`src/rtl/imfd_pkg.sv`:
```
`default_nettype none
package imfd_pkg;

  localparam int unsigned CountSat = 63;

  localparam logic [1:0] STATUS_OK = 2'd0;
  localparam logic [1:0] STATUS_SHORT = 2'd1;
  localparam logic [1:0] STATUS_UNKNOWN = 2'd2;

  localparam logic [3:0] KIND_OTHER = 4'd0;
  localparam logic [3:0] KIND_ADD = 4'd1;
  localparam logic [3:0] KIND_EXEC = 4'd2;
  localparam logic [3:0] KIND_EXEC_PRICE = 4'd3;
  localparam logic [3:0] KIND_CANCEL = 4'd4;
  localparam logic [3:0] KIND_DELETE = 4'd5;
  localparam logic [3:0] KIND_REPLACE = 4'd6;
  localparam logic [3:0] KIND_TRADE = 4'd7;
  localparam logic [3:0] KIND_SYSTEM = 4'd8;

  localparam logic [1:0] SIDE_NONE = 2'd0;
  localparam logic [1:0] SIDE_BUY = 2'd1;
  localparam logic [1:0] SIDE_SELL = 2'd2;

  localparam logic [7:0] CHAR_BUY = "B";
  localparam logic [7:0] CHAR_SELL = "S";

  typedef struct packed {
    logic [7:0] data_byte;
    logic       last_byte;
  } imfd_in_t;

  typedef struct packed {
    logic [1:0]  status;
    logic [3:0]  event_kind;
    logic [15:0] locate_code;
    logic [47:0] time_ns;
    logic [63:0] order_reference;
    logic [63:0] replacement_reference;
    logic [1:0]  trade_side;
    logic [31:0] share_count;
    logic [31:0] price_value;
    logic [63:0] match_id;
    logic [63:0] ticker;
  } imfd_out_t;

  typedef struct packed {
    logic [5:0]  byte_index;
    logic [7:0]  type_code;
    logic [15:0] locate;
    logic [47:0] time_ns;
    logic [63:0] ref_num;
    logic [63:0] new_ref;
    logic [1:0]  side;
    logic [31:0] shares;
    logic [31:0] price;
    logic [63:0] match_num;
    logic [63:0] symbol;
  } imfd_state_t;

  // required message length per type; zero marks an unknown type
  function automatic logic [5:0] needed_len(input logic [7:0] t);
    logic [5:0] n;
    case (t)
      "S": n = 6'd12;
      "R": n = 6'd39;
      "H": n = 6'd25;
      "Y": n = 6'd20;
      "L": n = 6'd26;
      "V": n = 6'd35;
      "W": n = 6'd12;
      "K": n = 6'd28;
      "J": n = 6'd35;
      "h": n = 6'd21;
      "A": n = 6'd36;
      "F": n = 6'd40;
      "E": n = 6'd31;
      "C": n = 6'd36;
      "X": n = 6'd23;
      "D": n = 6'd19;
      "U": n = 6'd35;
      "P": n = 6'd44;
      "Q": n = 6'd40;
      "B": n = 6'd19;
      "I": n = 6'd50;
      "N": n = 6'd20;
      "O": n = 6'd48;
      default: n = 6'd0;
    endcase
    return n;
  endfunction

  function automatic logic [3:0] kind_of(input logic [7:0] t);
    logic [3:0] k;
    case (t)
      "A", "F": k = KIND_ADD;
      "E": k = KIND_EXEC;
      "C": k = KIND_EXEC_PRICE;
      "X": k = KIND_CANCEL;
      "D": k = KIND_DELETE;
      "U": k = KIND_REPLACE;
      "P": k = KIND_TRADE;
      "S": k = KIND_SYSTEM;
      default: k = KIND_OTHER;
    endcase
    return k;
  endfunction

  function automatic logic in_range(input logic [5:0] off, input logic [5:0] lo,
                                    input logic [5:0] n);
    return ({1'b0, off} >= {1'b0, lo}) && ({1'b0, off} < ({1'b0, lo} + {1'b0, n}));
  endfunction

endpackage
`default_nettype wire

```
`src/rtl/imfd_capture.sv`:
```
`default_nettype none
module imfd_capture
  import imfd_pkg::*;
(
  input  var imfd_state_t state,
  input  var logic [7:0]  data_byte,
  output imfd_state_t     state_next
);

  logic [5:0] off;
  logic [3:0] k;
  logic       known;

  assign off = state.byte_index;
  assign k = kind_of(state.type_code);
  assign known = needed_len(state.type_code) != 6'd0;

  always_comb begin
    state_next = state;
    state_next.byte_index = (off < 6'(CountSat)) ? off + 6'd1 : 6'(CountSat);
    if (off == 6'd0) begin
      state_next.type_code = data_byte;
    end else if (off < 6'(CountSat) && known) begin
      if (in_range(off, 6'd1, 6'd2))
        state_next.locate = {state.locate[7:0], data_byte};
      if (in_range(off, 6'd5, 6'd6))
        state_next.time_ns = {state.time_ns[39:0], data_byte};
      if (k >= KIND_ADD && k <= KIND_TRADE && in_range(off, 6'd11, 6'd8))
        state_next.ref_num = {state.ref_num[55:0], data_byte};
      case (k)
        KIND_ADD, KIND_TRADE: begin
          if (off == 6'd19)
            state_next.side = (data_byte == CHAR_BUY) ? SIDE_BUY :
                              (data_byte == CHAR_SELL) ? SIDE_SELL : SIDE_NONE;
          if (in_range(off, 6'd20, 6'd4))
            state_next.shares = {state.shares[23:0], data_byte};
          if (in_range(off, 6'd24, 6'd8))
            state_next.symbol = {state.symbol[55:0], data_byte};
          if (in_range(off, 6'd32, 6'd4))
            state_next.price = {state.price[23:0], data_byte};
          if (k == KIND_TRADE && in_range(off, 6'd36, 6'd8))
            state_next.match_num = {state.match_num[55:0], data_byte};
        end
        KIND_EXEC, KIND_EXEC_PRICE, KIND_CANCEL: begin
          if (in_range(off, 6'd19, 6'd4))
            state_next.shares = {state.shares[23:0], data_byte};
          if (k != KIND_CANCEL && in_range(off, 6'd23, 6'd8))
            state_next.match_num = {state.match_num[55:0], data_byte};
          if (k == KIND_EXEC_PRICE && in_range(off, 6'd32, 6'd4))
            state_next.price = {state.price[23:0], data_byte};
        end
        KIND_REPLACE: begin
          if (in_range(off, 6'd19, 6'd8))
            state_next.new_ref = {state.new_ref[55:0], data_byte};
          if (in_range(off, 6'd27, 6'd4))
            state_next.shares = {state.shares[23:0], data_byte};
          if (in_range(off, 6'd31, 6'd4))
            state_next.price = {state.price[23:0], data_byte};
        end
        default: begin
        end
      endcase
    end
  end

endmodule
`default_nettype wire

```
`src/rtl/itch_message_field_decoder.sv`:
```
`default_nettype none
// Decodes framed ITCH-style messages presented one byte per request, with
// last_byte set on the final byte. One byte is taken every clock; a byte that
// is not last is accepted even while a decoded event waits in the output
// register, and a last byte is accepted once that register is free or being
// read in the same cycle. The event appears in the cycle after its last byte is
// accepted, loaded into the output register from the one field-capture block.
// On unknown type or short message only status is nonzero.
module itch_message_field_decoder
  import imfd_pkg::*;
(
  input  var logic      clk,
  input  var logic      rst,
  input  var logic      request_valid,
  output logic          request_ready,
  input  var imfd_in_t  request,
  output logic          result_valid,
  input  var logic      result_ready,
  output imfd_out_t     result
);

  imfd_state_t state;
  imfd_state_t state_next;
  imfd_out_t   result_next;
  logic        accept;
  logic [5:0]  need;

  imfd_capture u_capture (
    .state      (state),
    .data_byte  (request.data_byte),
    .state_next (state_next)
  );

  assign request_ready = !result_valid || result_ready || !request.last_byte;
  assign accept = request_valid && request_ready;
  assign need = needed_len(state_next.type_code);

  always_comb begin
    result_next = '0;
    if (need == 6'd0) begin
      result_next.status = STATUS_UNKNOWN;
    end else if (state_next.byte_index < need) begin
      result_next.status = STATUS_SHORT;
    end else begin
      result_next.status = STATUS_OK;
      result_next.event_kind = kind_of(state_next.type_code);
      result_next.locate_code = state_next.locate;
      result_next.time_ns = state_next.time_ns;
      result_next.order_reference = state_next.ref_num;
      result_next.replacement_reference = state_next.new_ref;
      result_next.trade_side = state_next.side;
      result_next.share_count = state_next.shares;
      result_next.price_value = state_next.price;
      result_next.match_id = state_next.match_num;
      result_next.ticker = state_next.symbol;
    end
  end

  always_ff @(posedge clk) begin
    if (rst) begin
      state <= '0;
    end else if (accept) begin
      state <= request.last_byte ? '0 : state_next;
    end
  end

  always_ff @(posedge clk) begin
    if (rst) begin
      result_valid <= 1'b0;
    end else if (accept && request.last_byte) begin
      result_valid <= 1'b1;
    end else if (result_ready) begin
      result_valid <= 1'b0;
    end
  end

  always_ff @(posedge clk) begin
    if (accept && request.last_byte) begin
      result <= result_next;
    end
  end

endmodule
`default_nettype wire

```
`config.mk`:
```
export PLATFORM = sky130hd
export DESIGN_NAME = itch_message_field_decoder
export DESIGN_NICKNAME = d
export VERILOG_FILES = /design/src/rtl/imfd_pkg.sv /design/src/rtl/imfd_capture.sv /design/src/rtl/itch_message_field_decoder.sv
export SDC_FILE = /design/constraint.sdc
export NUM_CORES = 2
export LEC_CHECK = 0
export BUFFER_PORTS_ARGS = -buffer_cell sky130_fd_sc_hd__clkbuf_2
export CAP_MARGIN = 0
export CORE_UTILIZATION = 60
export DETAILED_ROUTE_END_ITERATION = 16
export GPL_ROUTABILITY_DRIVEN = 0
export PLACE_DENSITY = 0.86
export REMOVE_ABC_BUFFERS = 1
export SKIP_CTS_REPAIR_TIMING = 1
export SLEW_MARGIN = 5
export SYNTH_ARGS = -nofsm -noshare
export SYNTH_HDL_FRONTEND = slang
export SYNTH_HIERARCHICAL = 1
export SYNTH_SLANG_ARGS = --single-unit
```
`constraint.sdc`:
```
create_clock -name clk -period 18.3 [get_ports clk]
set_input_delay 3.66 -clock clk [delete_from_list [all_inputs] [get_ports clk]]
set_output_delay 3.66 -clock clk [all_outputs]
set_load 0.1 [all_outputs]
```
==> impl_results.md <==
* Fraction of final layout cells with drive strength greater than 1 at 0.3004
* Part of the power in registers at 0.466
* Clk_lat worst skew at 0.62 ns
* Largest fanout on the critical path at 266
* DR pass1 iterations at 6
* Post-synthesis instance area at 34,400 um2
* Element type at the critical path end: flop
* Number of design rule violations left after detail routing at 0
* Port bufs at 406
* Net Switching at 0.001154 W
* Wire length on met1 at 33,100 um
* Wire length on met2 at 39,950 um
* Yosys warnings at 6
* Static leakage power at 15.92 nW
* Final Max Slew Viols at 0
* Fill cell instance count of the final layout at 3,815
* Most common flop cell mapped by yosys: dfxtp_1
* Core Footprint at 56,500 um2
* Clk_skew at 0.02579 ns
* Clock network fraction of design power at 0.410
* Final setup viols at 0
* Post-synthesis register bit count at 793
* Post-detailed-placement half-perimeter wirelength at 46,730 um
* Number of global-route vias before repair at 23,690
* Net total in the final layout at 3,143
* Pin count of the biggest net entering global routing at 267
* Leading cell types by total area after synthesis: edfxtp_1 34%, dfxtp_1 23%, mux2_2 12%, a22oi_1 8.8%, and3_1 7.1%
* Setup TNS at 0 ns
* Starting density of the core at 0.6088
* TritonCTS clock tree: done
* End-of-flow core utilization at 0.6863
* Highest metal layer with signal wires: met4
* I/O pin total at 407
* Post-synthesis sequential area ratio at 0.5756
* # Max-Cap Violations at 0
* Mean post-synth cell area at 11.89 um2
* Switching portion of total power at 0.2806
* Cell taking the most area after synthesis: edfxtp_1
* Via-per-instance ratio at 6.227
* Floorplan row count at 87
* CTS root buf: clkbuf_16
* Initial antenna violation count at 0
* Final setup margin at 9.934 ns
* Arrival time at the worst endpoint at 8.83 ns
* First-pass GRT wire length at 126,500 um
* Worst-case headroom to the max-slew limit at 0.1781
* Clock H-tree levels at 3
* Bufs on Longest Clock Path at 3
* Count of mapped cells out of synthesis at 2,892
* Routed len/inst at 20.96 um
* Tot Pwr at 0.004111 W
* WL final at 82,710 um
* Worst slack at placement at 9.768 ns
* Worst vdd rail ir drop at 0.08305 mV
* Power per cell area at 106.0 nW/um2
* Required time at the endpoint of the critical path at 18.76 ns
* Routed wire length on met3 at 6662 um
* Area Growth Syn to Fin at 12.72%
* WS Path Type: input pin to flop
* Achievable frequency at 119.5 MHz
* HP Class: flop to flop
* Fraction of registers with async set or reset after synthesis at 0
* Leading cell type by number of instances after synthesis: nor2_1
* Die extent in x at 241.4 um
* List of most frequent post-synthesis cells: 427 x nor2_1, 401 x a22oi_1, 401 x dfxtp_1
* Total die area at 58,290 um2
* Sink count of the clock tree at 793
* Number of antenna diodes at 0
* Setup repair after global routing missed its margin: false
* Final ANT Viol Nets at 0
* Number of buffers inserted during clock tree synthesis at 79
* Global-route usage over all layers at 0.2721
* Total vias in the final route at 24,560
* Initial DRC Count at 2,457
* Clock transition at the registers of the reported paths at 0.06 ns
* Yosys top cell area share at 0.3422
* Final critical-path share of the clock period at 0.4572
* Cell-internal power at 0.002958 W
* Part of the power in combinational logic at 0.124
* Fin. Hold Viols at 0
* Die extent in y at 241.4 um
* Final global-route overflow total at 0
* Worst Max-Slew Pin Slew at 1.233 ns
* Number of flops mapped to enable cells by yosys at 392
* Unique cell type count in the Yosys netlist at 74
* Post-layout min period at 8.366 ns
* Outcome: complete, no violations
* Worst setup SP type: input pin
==> state kept, by name, indices dropped and copies added, names as in the netlist <==
name,count
result,392
result_valid,1
state,400
==> placed cells by master (no fill, tap or decap), types with 4 or more instances in the layout <==
cell type  Yosys  routed
nor3b_2        3       4
o21bai_1       4       4
inv_1          9       9
clkinv_1       0       5
mux2_1        14      14
nand4_1        4       4
clkbuf_16      0      84
nor2_1       427     427
nand2_1       17      16
a21oi_1       18      18
nand2b_1      13      13
bufinv_16      0      10
dfxtp_1      401     401
nor3b_1       10       9
clkbuf_8       0       7
nand3_1       11      11
mux2_2       379     379
clkinv_2       0       8
a31oi_1        4       4
xor2_1         5       5
edfxtp_1     392     392
a22oi_1      401     401
ha_1           8       8
buf_4         12      29
clkbuf_1     150      26
and3_1       391     390
clkbuf_2       1     405
nor2b_1       10       9
o21ai_0       12      12
nor3_1         7       7
==> layer usage <==
layer	vias to the layer above	track usage
met5	-	0
met2	1029	0.4350
li1	11180	-
met1	12170	0.3516
met3	189	0.06643
met4	0	0.1199
==> path summary, 6_finish.rpt <==
path	start	end	slack, ns	depth (start not counted)
min reg2reg	state[315]	state[315]	0.51	2
max reg2reg	state[397]	result[30]	12.08	15
min	state[315]	state[315]	0.51	2
max	request[5]	result[30]	9.93	15
==> stage by stage <==
stage          cell area [um2]  instances  hold WS, ns
6_report                 38770       3945       0.5061
5_1_grt                  38770       3945       0.5284
4_1_cts                  38770       3945       0.5128
3_5_place_dp             36040       3797       0.4973
3_3_place_gp             36040       3797       0.4819
2_1_floorplan            32720       2605       0.4714
==> critical path, stage by stage <==
cell,delay [ns]
clkbuf_2,0.44
mux2_2,0.55
nand2b_1,0.21
nand2_1,0.11
a21o_1,0.24
a21oi_1,0.16
a21oi_1,0.08
ha_1,0.31
nand4_1,0.13
o21ai_0,0.29
a311oi_2,0.11
nor2_4,0.13
buf_12,0.55
buf_4,0.95
and3_1,0.30
==> power groups by stage <==
stage          logic, W  registers (W)  clock network, W
6_report       0.000509        0.00192           0.00169
5_1_grt        0.000527        0.00192           0.00178
4_1_cts        0.000504        0.00192           0.00171
3_5_place_dp   0.000504        0.00195                 0
3_3_place_gp   0.000497        0.00195                 0
2_1_floorplan  0.000105        0.00223                 0
==> kinds of logic after synthesis <==
logic type / share of synthesized area
AOI/OAI and AO/OA: 0.1036
xor gates and xnor gates: 0.001782
adders and majority gates: 0.002910
buffers and inverters: 0.04969
DFF: 0.5756
muxes: 0.1294
and+or+nand+nor: 0.1371
==> final cells by class <==
cell class                      count  area, um2  share of cell area
Clock buffer                      117       2296             0.05922
Clock inverter                     31      430.4             0.01110
Inverter                            9      33.78           0.0008713
Multi-Input combinational cell   1803      12990              0.3349
Sequential cell                   793      19800              0.5107
Tap cell                          756      945.9             0.02440
Timing Repair Buffer              436       2280             0.05880
Power figures use the tool's default switching activity.
